### src/mlpf_pkg.sv
`default_nettype none
package mlpf_pkg;

   // Width of the sample and result fields on the ports.
   localparam int FIELD_W = 16;
   // Widest weighted sum plus rounding term: 9 * (2^16 - 1) + 4 fits in 20 bits.
   localparam int SUM_W = FIELD_W + 4;
   // Up to four results per sample, counted 0..4.
   localparam int SLOTS = 4;
   localparam int CNT_W = 3;
   localparam int CSR_IDX_W = 1;

   localparam logic [CSR_IDX_W-1:0] CSR_MEDIAN_ENABLE  = 1'b0;
   localparam logic [CSR_IDX_W-1:0] CSR_LOWPASS_ENABLE = 1'b1;

   typedef enum logic [1:0] {
      CODE_PASS,
      CODE_DIV9,
      CODE_DIV8,
      CODE_DIV6
   } div_code_type;

   // One pending result: rounded sum and the divisor it still needs.
   typedef struct packed {
      logic [SUM_W-1:0] sum;
      div_code_type     code;
      logic             last;
   } entry_type;

   typedef struct packed {
      entry_type [SLOTS-1:0] slot;
      logic [CNT_W-1:0]      count;
   } batch_type;

endpackage
`default_nettype wire

### src/mlpf_if.sv
`default_nettype none
interface mlpf_req_if;
   import mlpf_pkg::*;

   logic               valid;
   logic               ready;
   logic [FIELD_W-1:0] sample;
   logic               pile_end;

   modport source (output valid, sample, pile_end, input ready);
   modport sink (input valid, sample, pile_end, output ready);
endinterface

interface mlpf_rsp_if;
   import mlpf_pkg::*;

   logic               valid;
   logic               ready;
   logic [FIELD_W-1:0] filtered;
   logic               last_out;

   modport source (output valid, filtered, last_out, input ready);
   modport sink (input valid, filtered, last_out, output ready);
endinterface
`default_nettype wire

### src/mlpf_drain.sv
`default_nettype none
module mlpf_drain (
   input  logic                clock,
   input  logic                reset,
   input  logic                load,
   input  mlpf_pkg::batch_type batch,
   output logic                free,
   mlpf_rsp_if.source          rsp_bus
);
   import mlpf_pkg::*;

   // Round-up reciprocals: the error term stays below 2^(SHIFT-SUM_W), so the
   // quotient is exact for every sum that fits in SUM_W bits.
   localparam int SHIFT = SUM_W + 3;
   localparam int PROD_W = 2 * SUM_W + 2;
   localparam logic [SUM_W:0] RECIP9 = (SUM_W + 1)'(((1 << SHIFT) + 8) / 9);
   localparam logic [SUM_W:0] RECIP6 = (SUM_W + 1)'(((1 << SHIFT) + 5) / 6);

   batch_type          batch_ff, batch_in;
   logic [CNT_W-1:0]   head_ff, head_in;
   logic               out_valid_ff, out_valid_in;
   logic [FIELD_W-1:0] out_data_ff, out_data_in;
   logic               out_last_ff, out_last_in;

   entry_type          head_entry;
   logic               pending;
   logic               take;
   logic [SUM_W:0]     recip;
   logic [PROD_W-1:0]  product;
   logic [FIELD_W-1:0] quotient;

   assign head_entry = batch_ff.slot[head_ff[1:0]];
   assign pending    = (head_ff != batch_ff.count);
   assign take       = pending && (!out_valid_ff || rsp_bus.ready);
   // Free when nothing is left, or the last entry moves out this cycle.
   assign free       = !pending || (take && ((head_ff + CNT_W'(1)) == batch_ff.count));

   assign recip   = (head_entry.code == CODE_DIV9) ? RECIP9 : RECIP6;
   assign product = PROD_W'(head_entry.sum) * PROD_W'(recip);

   always_comb begin
      unique case (head_entry.code)
         CODE_PASS: begin
            quotient = head_entry.sum[FIELD_W-1:0];
         end
         CODE_DIV8: begin
            quotient = head_entry.sum[3 +: FIELD_W];
         end
         CODE_DIV9, CODE_DIV6: begin
            quotient = product[SHIFT +: FIELD_W];
         end
      endcase
   end

   always_comb begin
      batch_in     = batch_ff;
      head_in      = head_ff;
      out_valid_in = out_valid_ff;
      out_data_in  = out_data_ff;
      out_last_in  = out_last_ff;
      if (take) begin
         head_in      = head_ff + CNT_W'(1);
         out_valid_in = 1'b1;
         out_data_in  = quotient;
         out_last_in  = head_entry.last;
      end else if (rsp_bus.ready) begin
         out_valid_in = 1'b0;
      end
      if (load) begin
         batch_in = batch;
         head_in  = '0;
      end
   end

   always_ff @(posedge clock) begin
      if (reset) begin
         batch_ff     <= '0;
         head_ff      <= '0;
         out_valid_ff <= 1'b0;
      end else begin
         batch_ff     <= batch_in;
         head_ff      <= head_in;
         out_valid_ff <= out_valid_in;
      end
   end

   always_ff @(posedge clock) begin
      out_data_ff <= out_data_in;
      out_last_ff <= out_last_in;
   end

   assign rsp_bus.valid    = out_valid_ff;
   assign rsp_bus.filtered = out_data_ff;
   assign rsp_bus.last_out = out_last_ff;

endmodule
`default_nettype wire

### src/median_lowpass_pile_filter_top.sv
// Output path: a result enters the result queue on the transfer of the sample that completes it.
// Throughput: one sample per cycle while each sample yields at most one result and rsp_bus is
// ready; a pile-ending sample yields up to four, sent one per cycle from the result queue while
// rsp_bus is ready, and input waits until they are out. The single result divider sets this rate.
// Reset (synchronous, active high) clears the enables, windows, position and queue.
`default_nettype none
module median_lowpass_pile_filter_top #(
   parameter int SAMPLE_WIDTH = 16
) (
   input  logic                             clock,
   input  logic                             reset,
   input  logic                             csr_wr_en,
   input  logic [mlpf_pkg::CSR_IDX_W-1:0]   csr_index,
   input  logic                             csr_wdata,
   mlpf_req_if.sink                         req_bus,
   mlpf_rsp_if.source                       rsp_bus
);
   import mlpf_pkg::*;

   localparam logic [2:0] POS_MAX = 3'd7;

   typedef logic [SAMPLE_WIDTH-1:0] samp_type;
   typedef samp_type [3:0] win_type;
   typedef samp_type [1:0] raw_type;

   typedef struct packed {
      entry_type [2:0] slot;
      logic [1:0]      count;
      win_type         win;
   } feed_type;

   logic       median_enable_ff, median_enable_in;
   logic       lowpass_enable_ff, lowpass_enable_in;
   logic       med_on_ff, med_on_in;
   logic       lp_on_ff, lp_on_in;
   logic [2:0] pos_ff, pos_in;
   raw_type    raw_ff, raw_in;
   win_type    win_ff, win_in;

   logic       free;
   logic       accept;
   logic       first;
   logic       med;
   logic       lp;
   logic       last;
   samp_type   x;
   samp_type   mid;
   feed_type   feed_a;
   feed_type   feed_b;
   batch_type  batch;

   function automatic entry_type mk_entry(input logic [SUM_W-1:0] sum,
                                          input div_code_type code, input logic last_flag);
      entry_type e;
      e.sum  = sum;
      e.code = code;
      e.last = last_flag;
      return e;
   endfunction

   function automatic samp_type med3(input samp_type a, input samp_type b, input samp_type c);
      samp_type lo;
      samp_type hi;
      samp_type m;
      lo = (a < b) ? a : b;
      hi = (a < b) ? b : a;
      m  = (hi < c) ? hi : c;
      return (lo > m) ? lo : m;
   endfunction

   // Smoothing stage for one median-stage value c at pile index j.
   function automatic feed_type smooth_feed(input samp_type c, input logic [2:0] j,
                                            input logic last_flag, input logic lp_flag,
                                            input win_type w);
      feed_type         f;
      logic [SUM_W-1:0] c_s;
      logic [SUM_W-1:0] w0_s;
      logic [SUM_W-1:0] w1_s;
      logic [SUM_W-1:0] w2_s;
      logic [SUM_W-1:0] w3_s;
      f     = '0;
      f.win = w;
      c_s   = SUM_W'(c);
      w0_s  = SUM_W'(w[0]);
      w1_s  = SUM_W'(w[1]);
      w2_s  = SUM_W'(w[2]);
      w3_s  = SUM_W'(w[3]);
      if (!lp_flag) begin
         f.slot[0] = mk_entry(c_s, CODE_PASS, last_flag);
         f.count   = 2'd1;
      end else if (last_flag && (j < 3'd3)) begin
         // Short pile: release what is held unchanged.
         if (j >= 3'd2) begin
            f.slot[f.count] = mk_entry(w1_s, CODE_PASS, 1'b0);
            f.count         = f.count + 2'd1;
         end
         if (j >= 3'd1) begin
            f.slot[f.count] = mk_entry(w0_s, CODE_PASS, 1'b0);
            f.count         = f.count + 2'd1;
         end
         f.slot[f.count] = mk_entry(c_s, CODE_PASS, 1'b1);
         f.count         = f.count + 2'd1;
      end else begin
         if (j == 3'd2) begin
            f.slot[f.count] = mk_entry(SUM_W'(3) * w1_s + SUM_W'(2) * w0_s + c_s
                                       + SUM_W'(3), CODE_DIV6, 1'b0);
            f.count         = f.count + 2'd1;
         end else if (j == 3'd3) begin
            f.slot[f.count] = mk_entry(SUM_W'(2) * w2_s + SUM_W'(3) * w1_s
                                       + SUM_W'(2) * w0_s + c_s + SUM_W'(4),
                                       CODE_DIV8, 1'b0);
            f.count         = f.count + 2'd1;
         end else if (j >= 3'd4) begin
            f.slot[f.count] = mk_entry(w3_s + SUM_W'(2) * w2_s + SUM_W'(3) * w1_s
                                       + SUM_W'(2) * w0_s + c_s + SUM_W'(4),
                                       CODE_DIV9, 1'b0);
            f.count         = f.count + 2'd1;
         end
         if (last_flag) begin
            f.slot[f.count] = mk_entry(w2_s + SUM_W'(2) * w1_s + SUM_W'(3) * w0_s
                                       + SUM_W'(2) * c_s + SUM_W'(4), CODE_DIV8, 1'b0);
            f.count         = f.count + 2'd1;
            f.slot[f.count] = mk_entry(w1_s + SUM_W'(2) * w0_s + SUM_W'(3) * c_s
                                       + SUM_W'(3), CODE_DIV6, 1'b1);
            f.count         = f.count + 2'd1;
         end
         f.win = {w[2], w[1], w[0], c};
      end
      return f;
   endfunction

   assign accept        = req_bus.valid && free;
   assign req_bus.ready = free;

   assign first = (pos_ff == 3'd0);
   assign med   = first ? median_enable_ff : med_on_ff;
   assign lp    = first ? lowpass_enable_ff : lp_on_ff;
   assign x     = req_bus.sample[SAMPLE_WIDTH-1:0];
   assign last  = req_bus.pile_end;
   assign mid   = (pos_ff == 3'd1) ? raw_ff[0] : med3(raw_ff[1], raw_ff[0], x);

   always_comb begin
      feed_a     = '0;
      feed_a.win = win_ff;
      feed_b     = '0;
      feed_b.win = win_ff;
      if (!med) begin
         feed_b = smooth_feed(x, pos_ff, last, lp, win_ff);
      end else begin
         if (!first) begin
            feed_a = smooth_feed(mid, pos_ff - 3'd1, 1'b0, lp, win_ff);
         end
         if (last) begin
            feed_b = smooth_feed(x, pos_ff, 1'b1, lp, feed_a.win);
         end else begin
            feed_b.win = feed_a.win;
         end
      end
   end

   // Queue the median-delayed result ahead of the end-of-pile flush.
   always_comb begin
      batch = '0;
      if (feed_a.count != 2'd0) begin
         batch.slot[0]   = feed_a.slot[0];
         batch.slot[3:1] = feed_b.slot;
      end else begin
         batch.slot[2:0] = feed_b.slot;
      end
      batch.count = CNT_W'(feed_a.count) + CNT_W'(feed_b.count);
   end

   always_comb begin
      median_enable_in  = median_enable_ff;
      lowpass_enable_in = lowpass_enable_ff;
      med_on_in         = med_on_ff;
      lp_on_in          = lp_on_ff;
      pos_in            = pos_ff;
      raw_in            = raw_ff;
      win_in            = win_ff;
      if (csr_wr_en) begin
         unique case (csr_index)
            CSR_MEDIAN_ENABLE: begin
               median_enable_in = csr_wdata;
            end
            CSR_LOWPASS_ENABLE: begin
               lowpass_enable_in = csr_wdata;
            end
         endcase
      end
      if (accept) begin
         med_on_in = med;
         lp_on_in  = lp;
         raw_in    = {raw_ff[0], x};
         win_in    = feed_b.win;
         if (last) begin
            pos_in = 3'd0;
            raw_in = '0;
            win_in = '0;
         end else if (pos_ff < POS_MAX) begin
            pos_in = pos_ff + 3'd1;
         end
      end
   end

   always_ff @(posedge clock) begin
      if (reset) begin
         median_enable_ff  <= 1'b0;
         lowpass_enable_ff <= 1'b0;
         med_on_ff         <= 1'b0;
         lp_on_ff          <= 1'b0;
         pos_ff            <= 3'd0;
         raw_ff            <= '0;
         win_ff            <= '0;
      end else begin
         median_enable_ff  <= median_enable_in;
         lowpass_enable_ff <= lowpass_enable_in;
         med_on_ff         <= med_on_in;
         lp_on_ff          <= lp_on_in;
         pos_ff            <= pos_in;
         raw_ff            <= raw_in;
         win_ff            <= win_in;
      end
   end

   mlpf_drain u_drain (
      .clock   (clock),
      .reset   (reset),
      .load    (accept),
      .batch   (batch),
      .free    (free),
      .rsp_bus (rsp_bus)
   );

endmodule
`default_nettype wire

### src/flat_wrapper.sv
// flat-port wrapper written by rule: the top's interface ports become plain ports
module median_lowpass_pile_filter_top_flat import mlpf_pkg::*;
#(
   parameter int SAMPLE_WIDTH = 16
)
  (clock, reset, csr_wr_en, csr_index, csr_wdata, req_bus_valid, req_bus_sample, req_bus_pile_end, req_bus_ready, rsp_bus_valid, rsp_bus_filtered, rsp_bus_last_out, rsp_bus_ready);
  mlpf_req_if req_bus_i ();
  mlpf_rsp_if rsp_bus_i ();
  input  logic clock;
  input  logic reset;
  input  logic csr_wr_en;
  input  logic [mlpf_pkg::CSR_IDX_W-1:0] csr_index;
  input  logic csr_wdata;
  input wire logic [$bits(req_bus_i.valid)-1:0] req_bus_valid;
  input wire logic [$bits(req_bus_i.sample)-1:0] req_bus_sample;
  input wire logic [$bits(req_bus_i.pile_end)-1:0] req_bus_pile_end;
  output wire logic [$bits(req_bus_i.ready)-1:0] req_bus_ready;
  output wire logic [$bits(rsp_bus_i.valid)-1:0] rsp_bus_valid;
  output wire logic [$bits(rsp_bus_i.filtered)-1:0] rsp_bus_filtered;
  output wire logic [$bits(rsp_bus_i.last_out)-1:0] rsp_bus_last_out;
  input wire logic [$bits(rsp_bus_i.ready)-1:0] rsp_bus_ready;
  assign req_bus_i.valid = req_bus_valid;
  assign req_bus_i.sample = req_bus_sample;
  assign req_bus_i.pile_end = req_bus_pile_end;
  assign req_bus_ready = req_bus_i.ready;
  assign rsp_bus_valid = rsp_bus_i.valid;
  assign rsp_bus_filtered = rsp_bus_i.filtered;
  assign rsp_bus_last_out = rsp_bus_i.last_out;
  assign rsp_bus_i.ready = rsp_bus_ready;
  median_lowpass_pile_filter_top #(.SAMPLE_WIDTH(SAMPLE_WIDTH)) u_core (.clock(clock), .reset(reset), .csr_wr_en(csr_wr_en), .csr_index(csr_index), .csr_wdata(csr_wdata), .req_bus(req_bus_i), .rsp_bus(rsp_bus_i));
endmodule
### config.mk
export PLATFORM = sky130hd
export DESIGN_NAME = median_lowpass_pile_filter_top_flat
export DESIGN_NICKNAME = d
export VERILOG_FILES = /design/src/mlpf_pkg.sv /design/src/mlpf_if.sv /design/src/mlpf_drain.sv /design/src/median_lowpass_pile_filter_top.sv /design/src/flat_wrapper.sv
export SDC_FILE = /design/constraint.sdc
export NUM_CORES = 2
export LEC_CHECK = 0
export BUFFER_PORTS_ARGS = -buffer_cell sky130_fd_sc_hd__buf_2
export CAP_MARGIN = 25
export CORE_MARGIN = 1.5
export CORE_UTILIZATION = 25
export DETAILED_ROUTE_END_ITERATION = 8
export PLACE_DENSITY = 0.47
export SLEW_MARGIN = 20
export SYNTH_ARGS = -nofsm -noshare
export SYNTH_HDL_FRONTEND = slang
export SYNTH_SLANG_ARGS = --single-unit
### constraint.sdc
create_clock -name clock -period 16.1 [get_ports clock]
set_input_delay 1.61 -clock clock [delete_from_list [all_inputs] [get_ports clock]]
set_output_delay 1.61 -clock clock [all_outputs]
set_load 0.05 [all_outputs]
==> out/qor.yml <==
clock_tree:
  ctsResizeCount: 0
  cts_tree: "built"
  clock_sinks: 218
  htreeDepth: 2
  cts.path.max_buffers: 3
  cts_root_buf: "clkbuf_16"
  postCtsHoldBufs: 0
  cts_made_buffers: 36
  insertion_delay_ps: 610
  post_cts_buffers: 0
  clk_pin_slew_ps: 60
floorplan:
  die_w_um: 442
  die_area_mm2: 0.196
  ioPinCount: 43
  core_area_mm2: 0.192
  die_y_um: 442
  initial_core_util_pct: 25.1
  row_count: 161
routing:
  avgRoutedWirePerCell_um: 23.2
  drt_iter0_markers: 3730
  drt-total-wl_um: 199000
  drc_errors: 0
  detail_route.first_pass.iterations: 8
  routed_via_density: 5.22
  vias: 44800
  drtAntennaViolNets: 0
place:
  numPlacedInstances: 8517
  dp_hpwl_um: 161000
  port-buffer-count: 42
  place.gp.congestion: 0.961
worst_setup_path:
  reg2reg_depth: 55
  slowest_stage: "o21ai_4"
  crit_fanout: 35
  end_kind: "register"
  cp.buffers_inverters: 3
  cp_num_cells: 55
  path_common_cell: "o21ai_0"
  critPathKind: "register to register"
  crit_path_max_incr_delay_ps: 760
  crit_family: "compound AO/OA/AOI/OAI gates"
  crit_end: "u_core.u_drain.batch_ff[25]$_SDFFE_PP0P_"
  cp-start-kind: "register"
  worst_ep_arrival_time_ps: 15000
  reg2reg_from: "u_core.raw_ff[1]$_SDFFE_PP0P_"
  rrSetupSlack_ps: 1600
  reg2reg_to: "u_core.u_drain.batch_ff[25]$_SDFFE_PP0P_"
  startpoint: "u_core.raw_ff[1]$_SDFFE_PP0P_"
  worstPathRequired_ps: 16610
power:
  ir_drop_mv: 0.349
  p_leak_uw: 0.0255
  finalPower_uw: 11900
  p_per_area_mw_per_mm2: 224
global_route:
  grt-busiest-layer: "met2"
  gr-usage-met1_pct: 25.4
  met2_usage_pct: 33.7
  grt_max_degree: 73
  grt_pass1_vias: 45200
  grt_pass1_wl_um: 292000
  grt-ovfl-total: 0
  antenna_found_initial: 5
  grtUsageMet3_pct: 2.45
  grt_usage_pct: 19.8
finish:
  syn_to_final_growth_pct: 9.60
  diodes: 0
  multi_input_area_mm2: 0.0400
  ff_latch_area_mm2: 0.00454
  final_util_pct: 27.5
  stdcell_count: 8579
  drive_gt1_share_pct: 5.35
  nFillCells: 21000
  nNetsFinal: 7265
run_status:
  status: "completed"
sta:
  period_needed_ps: 14500
  slew_headroom_pct: 20.5
  max_freq_mhz: 69.0
  clock_skew_ps: 38.3
  rsz0062_at_grt: "no"
  fin_setup_tns_ps: 0
  tightest_slew_ps: 1190
  setup_viol: 0
  hold_violations: 0
  slew_violations: 0
  period_share_pct: 90.0
synth:
  syn_area_mm2: 0.0483
  seq_area_frac_synth_pct: 9.39
  ys_ff_latch: 218
  synth_area_per_cell_um2: 7.94
  synth_top_area_share_pct: 23.0
  synth-main-ff-cell: "dfxtp_1"
  synthArstFlopShare_pct: 0
  synth_cells: 6080
  yosysWarnings: 0
  synth_cell_types: 97
  yosysTopAreaCell: "ha_1"
  synth_edf_count: 17
  synth_area_leaders: "ha_1 23%, fa_1 13%, dfxtp_1 8.3%"
run:
  maxCapViolations: 0
min_path:
  hold_path_class: "register to register"
flip-flops by register name, summed over array words and instances, names as in the netlist:
| name | flops |
|---|---|
| u_core.u_drain.rsp_bus.last_out | 1 |
| u_core.raw_ff | 32 |
| u_core.lowpass_enable_ff | 1 |
| u_core.win_ff | 64 |
| u_core.u_drain.rsp_bus.filtered | 16 |
| u_core.u_drain.rsp_bus.valid | 1 |
| u_core.u_drain.batch_ff | 94 |
| u_core.median_enable_ff | 1 |
| u_core.pos_ff | 3 |
| u_core.u_drain.head_ff | 3 |
| u_core.med_on_ff | 1 |
| u_core.lp_on_ff | 1 |
layer usage:
metal / share of wire, % / vias to the layer above
met5: 0 / -
met4: 4.3 / 0
met3: 6.3 / 357
met2: 47 / 1615
met1: 43 / 21600
li1: - / 21200
cells in the mapped netlist, drive strengths merged (61+ instances only):
| cell | count |
|---|---|
| inv | 796 |
| xor2 | 76 |
| dfxtp | 201 |
| nand2 | 477 |
| o21ai | 388 |
| xnor2 | 320 |
| nor2 | 476 |
| a21o | 94 |
| ha | 889 |
| a21oi | 528 |
| o21bai | 167 |
| a211oi | 61 |
| fa | 323 |
| clkbuf | 223 |
| a221oi | 84 |
worst register-to-register path, delay by kind of cell (launching register included):
| family | cells | cell delay (ps) |
|---|---|---|
| XOR/XNOR | 1 | 140 |
| AND/OR/NAND/NOR | 8 | 1340 |
| buffers and inverters | 3 | 590 |
| flip-flops | 1 | 570 |
| AO/OA/AOI/OAI | 35 | 9310 |
| adder cells (fa/ha/maj) | 8 | 2420 |
final cells by class:
class                           instances  share of cell area [%]
Clock buffer                           45                    1.88
Tap cell                             2526                    5.97
Timing Repair Buffer                  148                    1.91
Sequential cell                       218                    8.57
Inverter                              801                    5.68
Clock inverter                         17                   0.407
Multi-Input combinational cell       4824                    75.6
stage by stage:
| stage | setup WS, ps | instance area, um^2 | hold slack [ps] |
|---|---|---|---|
| 2_1_floorplan | 3720 | 48300 | 420 |
| 3_3_place_gp | 1730 | 51700 | 431 |
| 3_5_place_dp | 1760 | 51700 | 437 |
| 4_1_cts | 1680 | 52900 | 451 |
| 5_1_grt | 408 | 52900 | 465 |
| 6_report | 1600 | 52900 | 447 |
cells in the final DEF, fill, tap and decap left out, types with 17 or more instances in the layout:
cell type | Yosys | final
inv_1 | 794 | 794
a211oi_1 | 61 | 61
nor2b_1 | 42 | 38
o211ai_1 | 56 | 56
or3_1 | 18 | 18
nor2_1 | 476 | 469
nand4_1 | 17 | 17
o21ai_0 | 373 | 370
a2111oi_0 | 22 | 22
buf_2 | 1 | 41
nand2b_1 | 31 | 31
and3_1 | 20 | 20
a31oi_1 | 37 | 37
a22o_1 | 44 | 44
o21bai_1 | 167 | 167
nand3_1 | 51 | 50
o21a_1 | 32 | 32
a22oi_1 | 58 | 58
mux2i_1 | 57 | 57
a221oi_1 | 83 | 83
fa_1 | 323 | 323
and2_1 | 36 | 34
a21o_1 | 94 | 93
mux2_2 | 21 | 21
xnor2_1 | 320 | 320
o22ai_1 | 20 | 20
conb_1 | 2 | 19
o31ai_1 | 19 | 18
o221ai_1 | 28 | 28
clkbuf_16 | 0 | 37
mux4_2 | 23 | 23
dfxtp_1 | 201 | 200
nand2_1 | 477 | 475
buf_4 | 0 | 106
edfxtp_1 | 17 | 17
nor3_1 | 57 | 53
ha_1 | 889 | 888
a21oi_1 | 525 | 522
xor2_1 | 76 | 76
a21boi_0 | 53 | 53
worst min path at each step:
stage,startpoint,to,depth (start not counted)
after floorplan,u_core.u_drain.batch_ff[91]$_SDFFE_PP0P_,u_core.u_drain.batch_ff[91]$_SDFFE_PP0P_,2
final,u_core.u_drain.batch_ff[40]$_SDFFE_PP0P_,u_core.u_drain.batch_ff[40]$_SDFFE_PP0P_,2
after detailed placement,u_core.u_drain.batch_ff[90]$_SDFFE_PP0P_,u_core.u_drain.batch_ff[90]$_SDFFE_PP0P_,2
after CTS,u_core.u_drain.batch_ff[11]$_SDFFE_PP0P_,u_core.u_drain.batch_ff[11]$_SDFFE_PP0P_,2
after global routing,u_core.u_drain.batch_ff[58]$_SDFFE_PP0P_,u_core.u_drain.batch_ff[58]$_SDFFE_PP0P_,1
after global placement,u_core.u_drain.batch_ff[90]$_SDFFE_PP0P_,u_core.u_drain.batch_ff[90]$_SDFFE_PP0P_,2
cell families (layout without fill, tap and decap cells):
logic type | count (synthesis) | after routing | synth area share, %
AOI/OAI and AO/OA | 1822 | 1822 | 24.6
and+or+nand+nor | 1270 | 1270 | 11.3
adders and majority gates | 1213 | 1213 | 36.4
buffers and inverters | 1055 | 1011 | 8.25
xor gates and xnor gates | 397 | 397 | 7.23
DFF | 218 | 218 | 9.39
muxes | 103 | 103 | 2.79
other | 2 | 19 | 0.0156
report_power, final:
part	leakage [uW]	internal (uW)	total, uW	switching, uW
clock network	0.000584	504	839	335
logic	0.0231	4170	10300	6130
registers	0.00179	655	710	54.1
(Power assumes the default switching activity.)
